### src/hdl/iee_pkg.sv
// ---------------------------------------------------------------------------
// iee_pkg
// Shared types and constants of the infix expression evaluator.
// ---------------------------------------------------------------------------
package iee_pkg;

    localparam int OPERATOR_DEPTH_DEF = 16;
    localparam int VALUE_DEPTH_DEF    = 16;
    localparam int DATA_WIDTH_DEF     = 32;

    typedef enum logic [2:0] {
        OP_NONE  = 3'd0,
        OP_PAREN = 3'd1,
        OP_ADD   = 3'd2,
        OP_SUB   = 3'd3,
        OP_MUL   = 3'd4,
        OP_DIV   = 3'd5,
        OP_RPAR  = 3'd6
    } op_t;

    typedef enum logic [1:0] {
        ST_OK   = 2'd0,
        ST_FEW  = 2'd1,
        ST_DIV0 = 2'd2,
        ST_OVF  = 2'd3
    } status_t;

    typedef enum logic [2:0] {
        ALU_IDLE = 3'd0,
        ALU_MUL  = 3'd1,
        ALU_DIV  = 3'd2,
        ALU_DONE = 3'd3
    } alu_state_t;

    typedef enum logic [3:0] {
        S_IDLE    = 4'd0,
        S_PUSHZ   = 4'd1,
        S_PEEK    = 4'd2,
        S_POPA    = 4'd3,
        S_POPB    = 4'd4,
        S_CALC    = 4'd5,
        S_WAIT    = 4'd6,
        S_PUSHOP  = 4'd7,
        S_FINAL   = 4'd8,
        S_RESULT  = 4'd9,
        S_RESULT2 = 4'd10,
        S_OUT     = 4'd11,
        S_NUM     = 4'd12
    } state_t;

    localparam logic [7:0] CH_0     = 8'h30;
    localparam logic [7:0] CH_9     = 8'h39;
    localparam logic [7:0] CH_LPAR  = 8'h28;
    localparam logic [7:0] CH_RPAR  = 8'h29;
    localparam logic [7:0] CH_PLUS  = 8'h2B;
    localparam logic [7:0] CH_MINUS = 8'h2D;
    localparam logic [7:0] CH_STAR  = 8'h2A;
    localparam logic [7:0] CH_SLASH = 8'h2F;

    typedef enum logic [1:0] {
        MODE_OP   = 2'd0,
        MODE_RPAR = 2'd1,
        MODE_END  = 2'd2
    } mode_t;

    function automatic logic [1:0] rank(input logic [2:0] code);
        logic [1:0] r;
        r = 2'd0;
        if (code == OP_MUL || code == OP_DIV) r = 2'd2;
        else if (code == OP_ADD || code == OP_SUB) r = 2'd1;
        return r;
    endfunction

endpackage

### src/hdl/infix_expression_evaluator.sv
// ---------------------------------------------------------------------------
// infix_expression_evaluator
// Streaming shunting-yard evaluator of + - * / and parentheses.
// ---------------------------------------------------------------------------
// Usage: feed one character per item on char_code with last_char marking the
// final character. The block evaluates in place with an operator stack and a
// value stack held in small memories. On the last character it delivers one
// item on value/status; other characters give no result.
// Rate: one item at a time; in_ready stays low while an item is in work. A
// closing parenthesis or an operator pops stacked operators (a unary minus
// first pushes a zero value); each popped operator takes its two values off
// the value stack and goes through the shared ALU: add or subtract directly,
// multiply or divide bit-serially. The end of an expression pops all
// remaining operators the same way.
// Reset clears the stack counts, the flags (but sets expect) and out_valid;
// stack contents need no clearing, since entries are read only below their counts.
// A stalled receiver holds the result; in_ready stays low until it is taken.
// After the result the block returns to its reset state for the next
// expression.
// ---------------------------------------------------------------------------
module infix_expression_evaluator
    import iee_pkg::*;
#(
    parameter int OPERATOR_DEPTH = OPERATOR_DEPTH_DEF,
    parameter int VALUE_DEPTH    = VALUE_DEPTH_DEF,
    parameter int DATA_WIDTH     = DATA_WIDTH_DEF
)
(
    input  logic        clk,
    input  logic        rst_n,
    input  logic        in_valid,
    output logic        in_ready,
    input  logic [7:0]  char_code,
    input  logic        last_char,
    output logic        out_valid,
    input  logic        out_ready,
    output logic signed [31:0] value,
    output logic [1:0]  status
);

    localparam int OAW = (OPERATOR_DEPTH > 1) ? $clog2(OPERATOR_DEPTH) : 1;
    localparam int VAW = (VALUE_DEPTH > 1) ? $clog2(VALUE_DEPTH) : 1;
    localparam int OCW = $clog2(OPERATOR_DEPTH + 1);
    localparam int VCW = $clog2(VALUE_DEPTH + 1);

    // stacks
    logic [2:0]            op_mem [OPERATOR_DEPTH];
    logic [DATA_WIDTH-1:0] val_mem [VALUE_DEPTH];
    logic [2:0]            op_rd_reg;
    logic [DATA_WIDTH-1:0] val_rd_reg;

    state_t                state_reg, state_next;
    mode_t                 mode_reg, mode_next;
    logic [OCW-1:0]        ocnt_reg, ocnt_next;
    logic [VCW-1:0]        vcnt_reg, vcnt_next;
    logic [DATA_WIDTH-1:0] acc_reg, acc_next;
    logic                  innum_reg, innum_next;
    logic                  expect_reg, expect_next;
    logic [1:0]            err_reg, err_next;
    logic [2:0]            code_reg, code_next;
    logic [2:0]            popop_reg, popop_next;
    logic                  last_reg, last_next;
    logic [DATA_WIDTH-1:0] b_reg, b_next;
    logic [DATA_WIDTH-1:0] a_reg, a_next;
    logic                  ovalid_reg, ovalid_next;
    logic [31:0]           oval_reg, oval_next;
    logic [1:0]            ostat_reg, ostat_next;

    // memory port controls
    logic                  op_we, val_we;
    logic [OAW-1:0]        op_wa, op_ra;
    logic [VAW-1:0]        val_wa, val_ra;
    logic [2:0]            op_wd;
    logic [DATA_WIDTH-1:0] val_wd;

    logic                  alu_start, alu_done;
    logic [DATA_WIDTH-1:0] alu_result;
    logic [2:0]            ch_code;
    logic                  is_digit;
    logic [DATA_WIDTH-1:0] acc_mul10;

    iee_alu #(.DATA_WIDTH(DATA_WIDTH)) u_alu (
        .clk    (clk),
        .rst_n  (rst_n),
        .start  (alu_start),
        .op     (popop_reg),
        .a      (a_reg),
        .b      (b_reg),
        .done   (alu_done),
        .result (alu_result)
    );

    always_ff @(posedge clk)
    begin
        if (op_we) op_mem[op_wa] <= op_wd;
        if (val_we) val_mem[val_wa] <= val_wd;
        op_rd_reg  <= op_mem[op_ra];
        val_rd_reg <= val_mem[val_ra];
    end

    always_ff @(posedge clk or negedge rst_n)
    begin
        if (!rst_n)
        begin
            state_reg  <= S_IDLE;
            ocnt_reg   <= '0;
            vcnt_reg   <= '0;
            acc_reg    <= '0;
            innum_reg  <= 1'b0;
            expect_reg <= 1'b1;
            err_reg    <= ST_OK;
            ovalid_reg <= 1'b0;
        end
        else
        begin
            state_reg  <= state_next;
            ocnt_reg   <= ocnt_next;
            vcnt_reg   <= vcnt_next;
            acc_reg    <= acc_next;
            innum_reg  <= innum_next;
            expect_reg <= expect_next;
            err_reg    <= err_next;
            ovalid_reg <= ovalid_next;
        end
    end

    always_ff @(posedge clk)
    begin
        mode_reg  <= mode_next;
        code_reg  <= code_next;
        popop_reg <= popop_next;
        last_reg  <= last_next;
        b_reg     <= b_next;
        a_reg     <= a_next;
        oval_reg  <= oval_next;
        ostat_reg <= ostat_next;
    end

    assign is_digit  = (char_code >= CH_0) && (char_code <= CH_9);
    assign acc_mul10 = (acc_reg << 3) + (acc_reg << 1);

    always_comb
    begin
        case (char_code)
            CH_LPAR:  ch_code = OP_PAREN;
            CH_RPAR:  ch_code = OP_RPAR;
            CH_PLUS:  ch_code = OP_ADD;
            CH_MINUS: ch_code = OP_SUB;
            CH_STAR:  ch_code = OP_MUL;
            CH_SLASH: ch_code = OP_DIV;
            default:  ch_code = OP_NONE;
        endcase
    end

    assign in_ready = (state_reg == S_IDLE) && !ovalid_reg;

    always_comb
    begin
        state_next  = state_reg;
        mode_next   = mode_reg;
        ocnt_next   = ocnt_reg;
        vcnt_next   = vcnt_reg;
        acc_next    = acc_reg;
        innum_next  = innum_reg;
        expect_next = expect_reg;
        err_next    = err_reg;
        code_next   = code_reg;
        popop_next  = popop_reg;
        last_next   = last_reg;
        b_next      = b_reg;
        a_next      = a_reg;
        ovalid_next = ovalid_reg;
        oval_next   = oval_reg;
        ostat_next  = ostat_reg;
        op_we       = 1'b0;
        val_we      = 1'b0;
        op_wa       = ocnt_reg[OAW-1:0];
        op_wd       = code_reg;
        val_wa      = vcnt_reg[VAW-1:0];
        val_wd      = acc_reg;
        op_ra       = OAW'(ocnt_reg - 1'b1);
        val_ra      = VAW'(vcnt_reg - 1'b1);
        alu_start   = 1'b0;

        if (ovalid_reg && out_ready) ovalid_next = 1'b0;

        unique case (state_reg)
            S_IDLE:
            begin
                if (in_valid && in_ready)
                begin
                    last_next = last_char;
                    code_next = ch_code;
                    if (err_reg != ST_OK)
                    begin
                        state_next = last_char ? S_RESULT : S_IDLE;
                    end
                    else if (is_digit)
                    begin
                        acc_next    = acc_mul10 + DATA_WIDTH'(char_code - CH_0);
                        innum_next  = 1'b1;
                        expect_next = 1'b0;
                        state_next  = last_char ? S_FINAL : S_IDLE;
                    end
                    else
                    begin
                        state_next = S_NUM;
                    end
                end
            end
            S_NUM:
            begin
                // close a pending number, then dispatch the character
                if (innum_reg)
                begin
                    innum_next = 1'b0;
                    acc_next   = '0;
                    if (vcnt_reg >= VCW'(VALUE_DEPTH))
                    begin
                        err_next = ST_OVF;
                    end
                    else
                    begin
                        val_we    = 1'b1;
                        vcnt_next = vcnt_reg + 1'b1;
                    end
                end
                if (innum_reg && vcnt_reg >= VCW'(VALUE_DEPTH))
                begin
                    state_next = last_reg ? S_RESULT : S_IDLE;
                end
                else if (code_reg == OP_PAREN)
                begin
                    if (ocnt_reg >= OCW'(OPERATOR_DEPTH))
                    begin
                        err_next = ST_OVF;
                    end
                    else
                    begin
                        op_we     = 1'b1;
                        ocnt_next = ocnt_reg + 1'b1;
                    end
                    expect_next = 1'b1;
                    state_next  = last_reg ? S_FINAL : S_IDLE;
                end
                else if (code_reg == OP_RPAR)
                begin
                    mode_next  = MODE_RPAR;
                    state_next = S_PEEK;
                end
                else if (code_reg == OP_NONE)
                begin
                    state_next = last_reg ? S_FINAL : S_IDLE;
                end
                else
                begin
                    mode_next  = MODE_OP;
                    state_next = (code_reg == OP_SUB && expect_reg) ? S_PUSHZ : S_PEEK;
                end
            end
            S_PUSHZ:
            begin
                if (vcnt_reg >= VCW'(VALUE_DEPTH))
                begin
                    err_next   = ST_OVF;
                    state_next = last_reg ? S_RESULT : S_IDLE;
                end
                else
                begin
                    val_we     = 1'b1;
                    val_wd     = '0;
                    vcnt_next  = vcnt_reg + 1'b1;
                    state_next = S_PEEK;
                end
            end
            S_PEEK:
            begin
                // read top operator; decision made in S_POPA
                if (ocnt_reg == '0)
                begin
                    unique case (mode_reg)
                        MODE_OP:   state_next = S_PUSHOP;
                        MODE_RPAR:
                        begin
                            expect_next = 1'b0;
                            state_next  = last_reg ? S_FINAL : S_IDLE;
                        end
                        default:   state_next = S_RESULT;
                    endcase
                end
                else
                begin
                    state_next = S_POPA;
                end
            end
            S_POPA:
            begin
                popop_next = op_rd_reg;
                if (mode_reg == MODE_OP && rank(op_rd_reg) < rank(code_reg))
                begin
                    state_next = S_PUSHOP;
                end
                else if (mode_reg == MODE_RPAR && op_rd_reg == OP_PAREN)
                begin
                    ocnt_next   = ocnt_reg - 1'b1;
                    expect_next = 1'b0;
                    state_next  = last_reg ? S_FINAL : S_IDLE;
                end
                else if (mode_reg == MODE_END && op_rd_reg == OP_PAREN)
                begin
                    ocnt_next  = ocnt_reg - 1'b1;
                    state_next = S_PEEK;
                end
                else
                begin
                    ocnt_next = ocnt_reg - 1'b1;
                    if (vcnt_reg < VCW'(2))
                    begin
                        err_next   = ST_FEW;
                        state_next = (mode_reg == MODE_END || last_reg) ? S_RESULT : S_IDLE;
                    end
                    else
                    begin
                        state_next = S_POPB;
                    end
                end
            end
            S_POPB:
            begin
                // val_rd_reg holds b; now fetch a
                b_next     = val_rd_reg;
                val_ra     = VAW'(vcnt_reg - 2'd2);
                state_next = S_CALC;
            end
            S_CALC:
            begin
                a_next = val_rd_reg;
                if (popop_reg == OP_DIV && b_reg == '0)
                begin
                    err_next   = ST_DIV0;
                    state_next = (mode_reg == MODE_END || last_reg) ? S_RESULT : S_IDLE;
                end
                else
                begin
                    state_next = S_WAIT;
                end
            end
            S_WAIT:
            begin
                alu_start = (popop_reg != OP_NONE) && !alu_done;
                if (alu_done)
                begin
                    alu_start  = 1'b0;
                    val_we     = 1'b1;
                    val_wa     = VAW'(vcnt_reg - 2'd2);
                    val_wd     = alu_result;
                    vcnt_next  = vcnt_reg - 1'b1;
                    popop_next = OP_NONE;
                    state_next = S_PEEK;
                end
            end
            S_PUSHOP:
            begin
                if (ocnt_reg >= OCW'(OPERATOR_DEPTH))
                begin
                    err_next = ST_OVF;
                end
                else
                begin
                    op_we     = 1'b1;
                    ocnt_next = ocnt_reg + 1'b1;
                end
                expect_next = 1'b1;
                state_next  = last_reg ? S_FINAL : S_IDLE;
            end
            S_FINAL:
            begin
                // end of expression: flush number, then pop everything
                if (err_reg != ST_OK)
                begin
                    state_next = S_RESULT;
                end
                else if (innum_reg)
                begin
                    innum_next = 1'b0;
                    acc_next   = '0;
                    if (vcnt_reg >= VCW'(VALUE_DEPTH))
                    begin
                        err_next   = ST_OVF;
                        state_next = S_RESULT;
                    end
                    else
                    begin
                        val_we    = 1'b1;
                        vcnt_next = vcnt_reg + 1'b1;
                    end
                end
                else
                begin
                    mode_next  = MODE_END;
                    state_next = S_PEEK;
                end
            end
            S_RESULT:
            begin
                state_next = S_RESULT2;
            end
            S_RESULT2:
            begin
                // top value read registered during S_RESULT
                state_next = S_OUT;
            end
            S_OUT:
            begin
                if (!ovalid_reg)
                begin
                    ovalid_next = 1'b1;
                    if (err_reg == ST_OK && vcnt_reg == '0)
                    begin
                        ostat_next = ST_FEW;
                        oval_next  = '0;
                    end
                    else if (err_reg == ST_OK)
                    begin
                        ostat_next = ST_OK;
                        oval_next  = 32'(val_rd_reg);
                    end
                    else
                    begin
                        ostat_next = err_reg;
                        oval_next  = '0;
                    end
                    ocnt_next   = '0;
                    vcnt_next   = '0;
                    acc_next    = '0;
                    innum_next  = 1'b0;
                    expect_next = 1'b1;
                    err_next    = ST_OK;
                    state_next  = S_IDLE;
                end
            end
            default:
            begin
                state_next = S_IDLE;
            end
        endcase
    end

    assign out_valid = ovalid_reg;
    assign value     = oval_reg;
    assign status    = ostat_reg;

endmodule

### src/hdl/iee_alu.sv
// ---------------------------------------------------------------------------
// iee_alu
// Shared arithmetic unit: add and subtract directly, multiply by
// shift-and-add and divide by restoring shift-subtract, one bit a cycle.
// ---------------------------------------------------------------------------
module iee_alu
    import iee_pkg::*;
#(
    parameter int DATA_WIDTH = DATA_WIDTH_DEF
)
(
    input  logic                  clk,
    input  logic                  rst_n,
    input  logic                  start,
    input  logic [2:0]            op,
    input  logic [DATA_WIDTH-1:0] a,
    input  logic [DATA_WIDTH-1:0] b,
    output logic                  done,
    output logic [DATA_WIDTH-1:0] result
);

    localparam int CW = $clog2(DATA_WIDTH + 1);

    alu_state_t            state_reg, state_next;
    logic [CW-1:0]         cnt_reg, cnt_next;
    logic [DATA_WIDTH-1:0] acc_reg, acc_next;
    logic [DATA_WIDTH-1:0] opa_reg, opa_next;
    logic [DATA_WIDTH-1:0] opb_reg, opb_next;
    logic [DATA_WIDTH-1:0] rem_reg, rem_next;
    logic                  neg_reg, neg_next;
    logic [DATA_WIDTH:0]   trial;
    logic [DATA_WIDTH-1:0] ma, mb;

    always_ff @(posedge clk or negedge rst_n)
    begin
        if (!rst_n)
        begin
            state_reg <= ALU_IDLE;
        end
        else
        begin
            state_reg <= state_next;
        end
    end

    always_ff @(posedge clk)
    begin
        cnt_reg <= cnt_next;
        acc_reg <= acc_next;
        opa_reg <= opa_next;
        opb_reg <= opb_next;
        rem_reg <= rem_next;
        neg_reg <= neg_next;
    end

    assign ma = a[DATA_WIDTH-1] ? (~a + 1'b1) : a;
    assign mb = b[DATA_WIDTH-1] ? (~b + 1'b1) : b;
    assign trial = {rem_reg, opa_reg[DATA_WIDTH-1]} - {1'b0, opb_reg};

    always_comb
    begin
        state_next = state_reg;
        cnt_next   = cnt_reg;
        acc_next   = acc_reg;
        opa_next   = opa_reg;
        opb_next   = opb_reg;
        rem_next   = rem_reg;
        neg_next   = neg_reg;
        unique case (state_reg)
            ALU_IDLE:
            begin
                if (start)
                begin
                    cnt_next = CW'(DATA_WIDTH);
                    rem_next = '0;
                    acc_next = '0;
                    case (op)
                        OP_ADD:
                        begin
                            acc_next   = a + b;
                            state_next = ALU_DONE;
                        end
                        OP_SUB:
                        begin
                            acc_next   = a - b;
                            state_next = ALU_DONE;
                        end
                        OP_MUL:
                        begin
                            opa_next   = a;
                            opb_next   = b;
                            state_next = ALU_MUL;
                        end
                        default:
                        begin
                            opa_next   = ma;
                            opb_next   = mb;
                            neg_next   = a[DATA_WIDTH-1] ^ b[DATA_WIDTH-1];
                            state_next = ALU_DIV;
                        end
                    endcase
                end
            end
            ALU_MUL:
            begin
                // add shifted multiplicand where the multiplier bit is set
                if (opb_reg[0]) acc_next = acc_reg + opa_reg;
                opa_next = opa_reg << 1;
                opb_next = opb_reg >> 1;
                cnt_next = cnt_reg - 1'b1;
                if (cnt_reg == CW'(1)) state_next = ALU_DONE;
            end
            ALU_DIV:
            begin
                if (!trial[DATA_WIDTH])
                begin
                    rem_next = trial[DATA_WIDTH-1:0];
                    acc_next = {acc_reg[DATA_WIDTH-2:0], 1'b1};
                end
                else
                begin
                    rem_next = {rem_reg[DATA_WIDTH-2:0], opa_reg[DATA_WIDTH-1]};
                    acc_next = {acc_reg[DATA_WIDTH-2:0], 1'b0};
                end
                opa_next = opa_reg << 1;
                cnt_next = cnt_reg - 1'b1;
                if (cnt_reg == CW'(1))
                begin
                    state_next = ALU_DONE;
                    if (neg_reg)
                    begin
                        acc_next = ~acc_next + 1'b1;
                    end
                end
            end
            ALU_DONE:
            begin
                state_next = ALU_IDLE;
            end
            default:
            begin
                state_next = ALU_IDLE;
            end
        endcase
    end

    assign done   = (state_reg == ALU_DONE);
    assign result = acc_reg;

endmodule

### config.mk
export PLATFORM = sky130hd
export DESIGN_NAME = infix_expression_evaluator
export DESIGN_NICKNAME = d
export VERILOG_FILES = /design/src/hdl/iee_pkg.sv /design/src/hdl/infix_expression_evaluator.sv /design/src/hdl/iee_alu.sv
export SDC_FILE = /design/constraint.sdc
export NUM_CORES = 1
export LEC_CHECK = 0
export ABC_AREA = 0
export BUFFER_PORTS_ARGS = -buffer_cell sky130_fd_sc_hd__buf_4
export CORE_MARGIN = 3
export CORE_UTILIZATION = 69
export CTS_CLUSTER_DIAMETER = 200
export DETAILED_ROUTE_END_ITERATION = 16
export PLACE_DENSITY = 0.92
export SLEW_MARGIN = 5
export SYNTH_ARGS = -nofsm -noshare
export SYNTH_HDL_FRONTEND = slang
export SYNTH_SLANG_ARGS = --single-unit
### constraint.sdc
create_clock -name clk -period 8.87 [get_ports clk]
set_input_delay 0.4435 -clock clk [delete_from_list [all_inputs] [get_ports clk]]
set_output_delay 0.4435 -clock clk [all_outputs]
set_load 0.05 [all_outputs]
# After elaboration in Yosys (flattened, before gate mapping)
# Memories as Yosys holds them, arrays and structs flattened. A register that Yosys moved wholly into a read port is not among the register bits.
# Index checks and enable logic that the tools add are counted.
# totals
ff_bits	296
latch_bits	0
mem_bits_rw	560
rom_bits	0
in_bits	13
out_inout_bits	36
wordCells	323
mem_count	2
# classes
add_sub_neg	16
mul	0
div	0
magnitude_cmp	6
n_eq_ne	64
shifts	0
n_mux	142
n_bitwise	7
n_reduce_logical	62
# mem_list
memory	words	width	read_ports	rd_clocked_by_memory_dff	wr	line	text
val_mem	16	32	1	1	1	infix_expression_evaluator.sv:48	logic [DATA_WIDTH-1:0] val_mem [VALUE_DEPTH];
op_mem	16	3	1	1	1	infix_expression_evaluator.sv:47	logic [2:0] op_mem [OPERATOR_DEPTH];
# ops
operator	count
$mux W32	19
$pmux W32 S2	7
$add A32 B32 Y32	4
$pmux W32 S4	1
$mux W4	27
$add A32 B1 Y32 const B	3
$not A32 Y32	3
$pmux W32 S3	1
$pmux W4 S13	1
$eq A8 B6 Y1 const B	6
$mux W2	24
$mux W5	9
$ne A2 B2 Y1 const B	20
$mux W1	35
$sub A33 B32 Y33	1
$logic_not A32 Y1	1
$sub A32 B32 Y32	1
$pmux W5 S5	1
$eq A3 B2 Y1 const B	8
$eq A3 B3 Y1 const B	7
$eq A4 B4 Y1 const B	5
$pmux W5 S4	1
$pmux W3 S6	1
$eq A4 B3 Y1 const B	4
other kinds (53)	107

# Depth between registers and ports, before layout
# logic_depth
depth_word	9
ltp_mapped	22
depth_no_buf	20

# Hierarchy
# Synthesis repeated with hierarchy kept, for this count alone.
# hier_totals
cells_unflattened	3434
area_unflattened_um2	44780.4
# modules_own_cells
module	n_inst	cells_per_inst	area_each_um2	seq_area_each_um2
infix_expression_evaluator	1	1868	31701.7	22007.4
iee_alu	1	1566	13078.8	4103.9

# Worst setup path after synthesis
# Ideal clock, no wire load.
# synth_timing
path_kind	input to register
startpoint	input port char_code[4]
endpoint	register acc_reg[30]
setup_time_ps	122
t_arrival_ps	5869
t_required_ps	8748
slack_ps	2879
stages	13
path_buffers	0
cell_sequence	ha_1 nor3_1 fa_1 ha_1 and3_1 a221o_1 a21oi_1 a21o_1 o32a_1 a21boi_0 o211a_1 or3_1 a32o_1
# synth_between
elab_chain_len	6
elab_cells_between_ends	11
cone_classes	add/sub: 2; order compare: 2; eq/ne: 1; mux: 4; reduce/logical: 2
# synth_rtl
element	line	text
start, declared	infix_expression_evaluator.sv:33	input logic [7:0] char_code,
$sub A8 B6 Y9	infix_expression_evaluator.sv:200	acc_next = acc_mul10 + DATA_WIDTH'(char_code - CH_0);
$add A32 B32 Y32	infix_expression_evaluator.sv:200	
$mux W32	infix_expression_evaluator.sv:198	else if (is_digit)
$mux W32	infix_expression_evaluator.sv:194	if (err_reg != ST_OK)
$mux W32	infix_expression_evaluator.sv:190	if (in_valid && in_ready)
$pmux W32 S4	infix_expression_evaluator.sv:187	unique case (state_reg)
end signal, assigned	infix_expression_evaluator.sv:119	acc_reg <= acc_next;
end, declared	infix_expression_evaluator.sv:56	logic [DATA_WIDTH-1:0] acc_reg, acc_next;
# Parallel ways exist; a longest one is shown, timed or not. The select of a mux whose other input is x is not followed.
# A chain may end at the register's enable or synchronous reset.

# Final worst setup path
# layout_timing
startpoint	register popop_reg[1]
endpoint	register u_alu.acc_reg[29], in the netlist u_alu.result[29] (data pin)
# layout_between
elab_chain_len	4
elab_cells_between_ends	5
cone_classes	eq/ne: 2; mux: 3
# layout_rtl
element	line	text
start, declared	infix_expression_evaluator.sv:61	logic [2:0] popop_reg, popop_next;
start signal, assigned	infix_expression_evaluator.sv:131	popop_reg <= popop_next;
$eq A3 B2 Y1	iee_alu.sv:77	case (op)
$pmux W32 S2 (*)	iee_alu.sv:77	
$mux W32 (*)	iee_alu.sv:72	if (start)
$pmux W32 S3 (*)	iee_alu.sv:69	unique case (state_reg)
named net u_alu.acc_next[29]	iee_alu.sv:26	logic [DATA_WIDTH-1:0] acc_reg, acc_next;
end signal, assigned	iee_alu.sv:49	acc_reg <= acc_next;
end, declared	iee_alu.sv:26	
# Mark *: on every way through the listed nets, which the timed path passes. The rest lies on a longest branch. The select of a mux whose other input is x is not followed.

==> summary.txt <==
outcome: complete, no violations
initial core utilization: 0.702
worst skew pair latency: 690 ps
wire per inst: 30.5 um
Largest register FFs: 512
post-CTS sizing: 0
Largest regs: val_mem x512, op_mem x48
YS warnings: 0
Period Utilization, post-route: 0.692
setup slack at placement: 3160 ps
Die Area: 67,700 um^2
CP required: 9250 ps
Worst Setup Path Type: flop to flop
pin count of the biggest net entering global routing: 94
Seq cells post-synth: 890
critical-path maximum fanout: 18
Mapped Area: 44,600 um^2
RSZ-0062 raised after global routing: false
share of layout cells above drive strength 1: 0.127
vias in the first global route: 31,264
DP HPWL: 78.4 mm
Max clock buf depth: 3
commonest non-fill, non-tap cell in the layout: edfxtp_1
Area Overhead vs Synth: 10.1%
Final Critical Period: 6140 ps
CTS tree: done
Gate Count Post-Synth: 3,396
Root Buffer: clkbuf_16
NumNets Final: 3,643
type of the tightest min-delay check: input port to flop
Post-route DRC: 0
GRT overflow: 0
H-tree depth: 3
Inst Count DP: 4,203
fin cells: 4,375
clock-pin slew on the worst setup and hold paths: 60 ps
area of the multi-input gates: 17,600 um^2
Storage cell area: 26,100 um^2
register area share after synthesis: 0.586
net count after synthesis: 3,590
Rows: 92
Arrival @ worst endpoint: 6510 ps
Die X: 260 um
Avg Cell Area, Syn: 13.1 um^2
Post-Synth Adder-Cell Area: 0.0564
fillcell total: 3,506
PortBufs: 48
DR vias: 32,106
final setup fails: 0
global-route wire length before repair: 198 mm
Slew headroom: 0.141
setup ws final: 2730 ps
GPL Wtd Cong: 0.971
FMAX: 163 MHz
crit end category: flop
largest family of logic cells by synthesized area: compound AO/OA/AOI/OAI gates
Initial DRC Count: 5,189
Setup TNS: 0 ps
Die H: 260 um
Clock Sinks: 890
drt pass-1 iters: 10
Largest Register: val_mem
final non-filler cell area: 49,100 um^2
final wirelength: 134 mm
Fin. Hold Viols: 0
EDFF count, synth: 802
Num CTS Buffers: 88
initial antenna violation count: 8
fraction of synthesized cell area in xor and xnor cells: 0.0426
Yosys cell types: 89
most frequent cells in the layout: 802 x edfxtp_1, 290 x nand2_1, 200 x nor2_1, 199 x o21ai_0, 198 x a21oi_1
top_reg_cell synth: edfxtp_1
IO Pins: 49
Synth Area in Compound Gates: 0.114
simple-gate area share of the yosys netlist: 0.0928
vias per inst: 7.34
Total Routing Usage GR: 0.397
max-cap viol count: 0
area of placed instances: 46,000 um^2
Startpoint Class: flop
mux contribution to synthesized area: 0.0845
share of flip-flops with an asynchronous set or reset: 0.0596
fin. max-slew vios: 0
worst clock skew: 67.7 ps
Worst Tran Pin Value: 1280 ps
total core area: 63,500 um^2
Routed Antenna Nets: 0
-- per-stage QoR --
stage | hold WS (ps) | util
final | 29.2 | 0.772
after global routing | 17.3 | 0.772
after CTS | 12.9 | 0.772
after detailed placement | 448 | 0.724
after global placement | 440 | 0.724
after floorplan | 148 | -
-- repair_timing --
action | 4_1_cts | 5_1_grt
hold buffers | 2 | 0
endpoints found under the hold margin | 53 | 0
buffers inserted | 0 | 0
-- kinds of logic (layout without fill, tap and decap cells) --
group           Yosys count  after routing
fa+ha+maj               182            182
simple gates            871            871
flops                   890            890
other cells               0              6
compound gates          792            792
buf+inv                 248            375
mux                     197            197
xor+xnor                216            216
-- final timing paths --
| check | from | end | slack [ps] | cells past startpoint |
|---|---|---|---|---|
| max | popop_reg[1] | u_alu.result[29] | 2730 | 14 |
| max in group asynchronous | rst_n | ocnt_reg[0] | 7880 | 2 |
| min | last_char | last_reg | 30 | 1 |
| min in group asynchronous | rst_n | vcnt_reg[0] | 400 | 2 |
| min reg2reg | val_rd_reg[25] | b_reg[25] | 500 | 0 |
| max reg2reg | popop_reg[1] | u_alu.result[29] | 2730 | 14 |
-- synth_stat cells (all sizes together) (8+ instances only) --
cell    instances  share of area
a211oi         53         0.0089
and2           49         0.0069
and3           16         0.0022
a21boi         11         0.0019
mux2i          51          0.011
mux4          143          0.072
clkbuf        113          0.011
a22o           34         0.0067
xor2           84          0.017
nor2b          60         0.0084
nor4           17         0.0024
o211ai          9         0.0015
o31ai          26         0.0044
fa             32          0.014
nand2         290          0.024
nand3          44         0.0049
nand2b         21         0.0029
nor2          209          0.018
buf            24         0.0024
o21a           34         0.0057
ha            149          0.042
dfxtp          35          0.016
nand4          15         0.0021
a221oi          8         0.0016
inv           108         0.0091
dfrtp          52          0.029
nor3           75         0.0085
a21oi         200          0.022
a211o           9         0.0018
o21ai         206          0.023
o22ai          15         0.0021
or3            28         0.0042
a21o           57         0.0096
nand3b         11         0.0019
or2            11         0.0015
xnor2         132          0.026
o41ai           9         0.0018
a22oi          18         0.0030
edfxtp        802           0.54
a31oi          24         0.0034
-- per-layer routing --
layer | global-route usage | vias to the layer above | routed length, um
met4 | 0.234 | 2 | 10300
met5 | 0 | - | 13
met3 | 0.107 | 786 | 17200
met1 | 0.505 | 15386 | 44900
met2 | 0.620 | 2847 | 61100
li1 | - | 13085 | -
-- worst max-delay path, cell delays in order (launching register included) --
cell and delay (ps):
edfxtp_1 450, nor2b_1 770, nand2_1 670, mux2i_1 410, ha_1 280, nor2b_1 140, o31ai_1 420, a21oi_1 240
a31oi_1 600, o31ai_1 200, o41ai_1 660, o21ai_0 280, xor2_1 220, a22oi_1 340, o21ai_0 180
-- layout make-up --
class                   count  area share
diodes                      6    0.000306
clock buffers             116      0.0502
clock inverters            48      0.0119
inverters                 109     0.00834
multi-input cells        2258       0.360
flip-flops and latches    890       0.532
well taps                 846      0.0216
repair buffers            102      0.0160
Power is not shown: default switching activity piles up to over one toggle a cycle in this logic, so the estimate is an artifact.
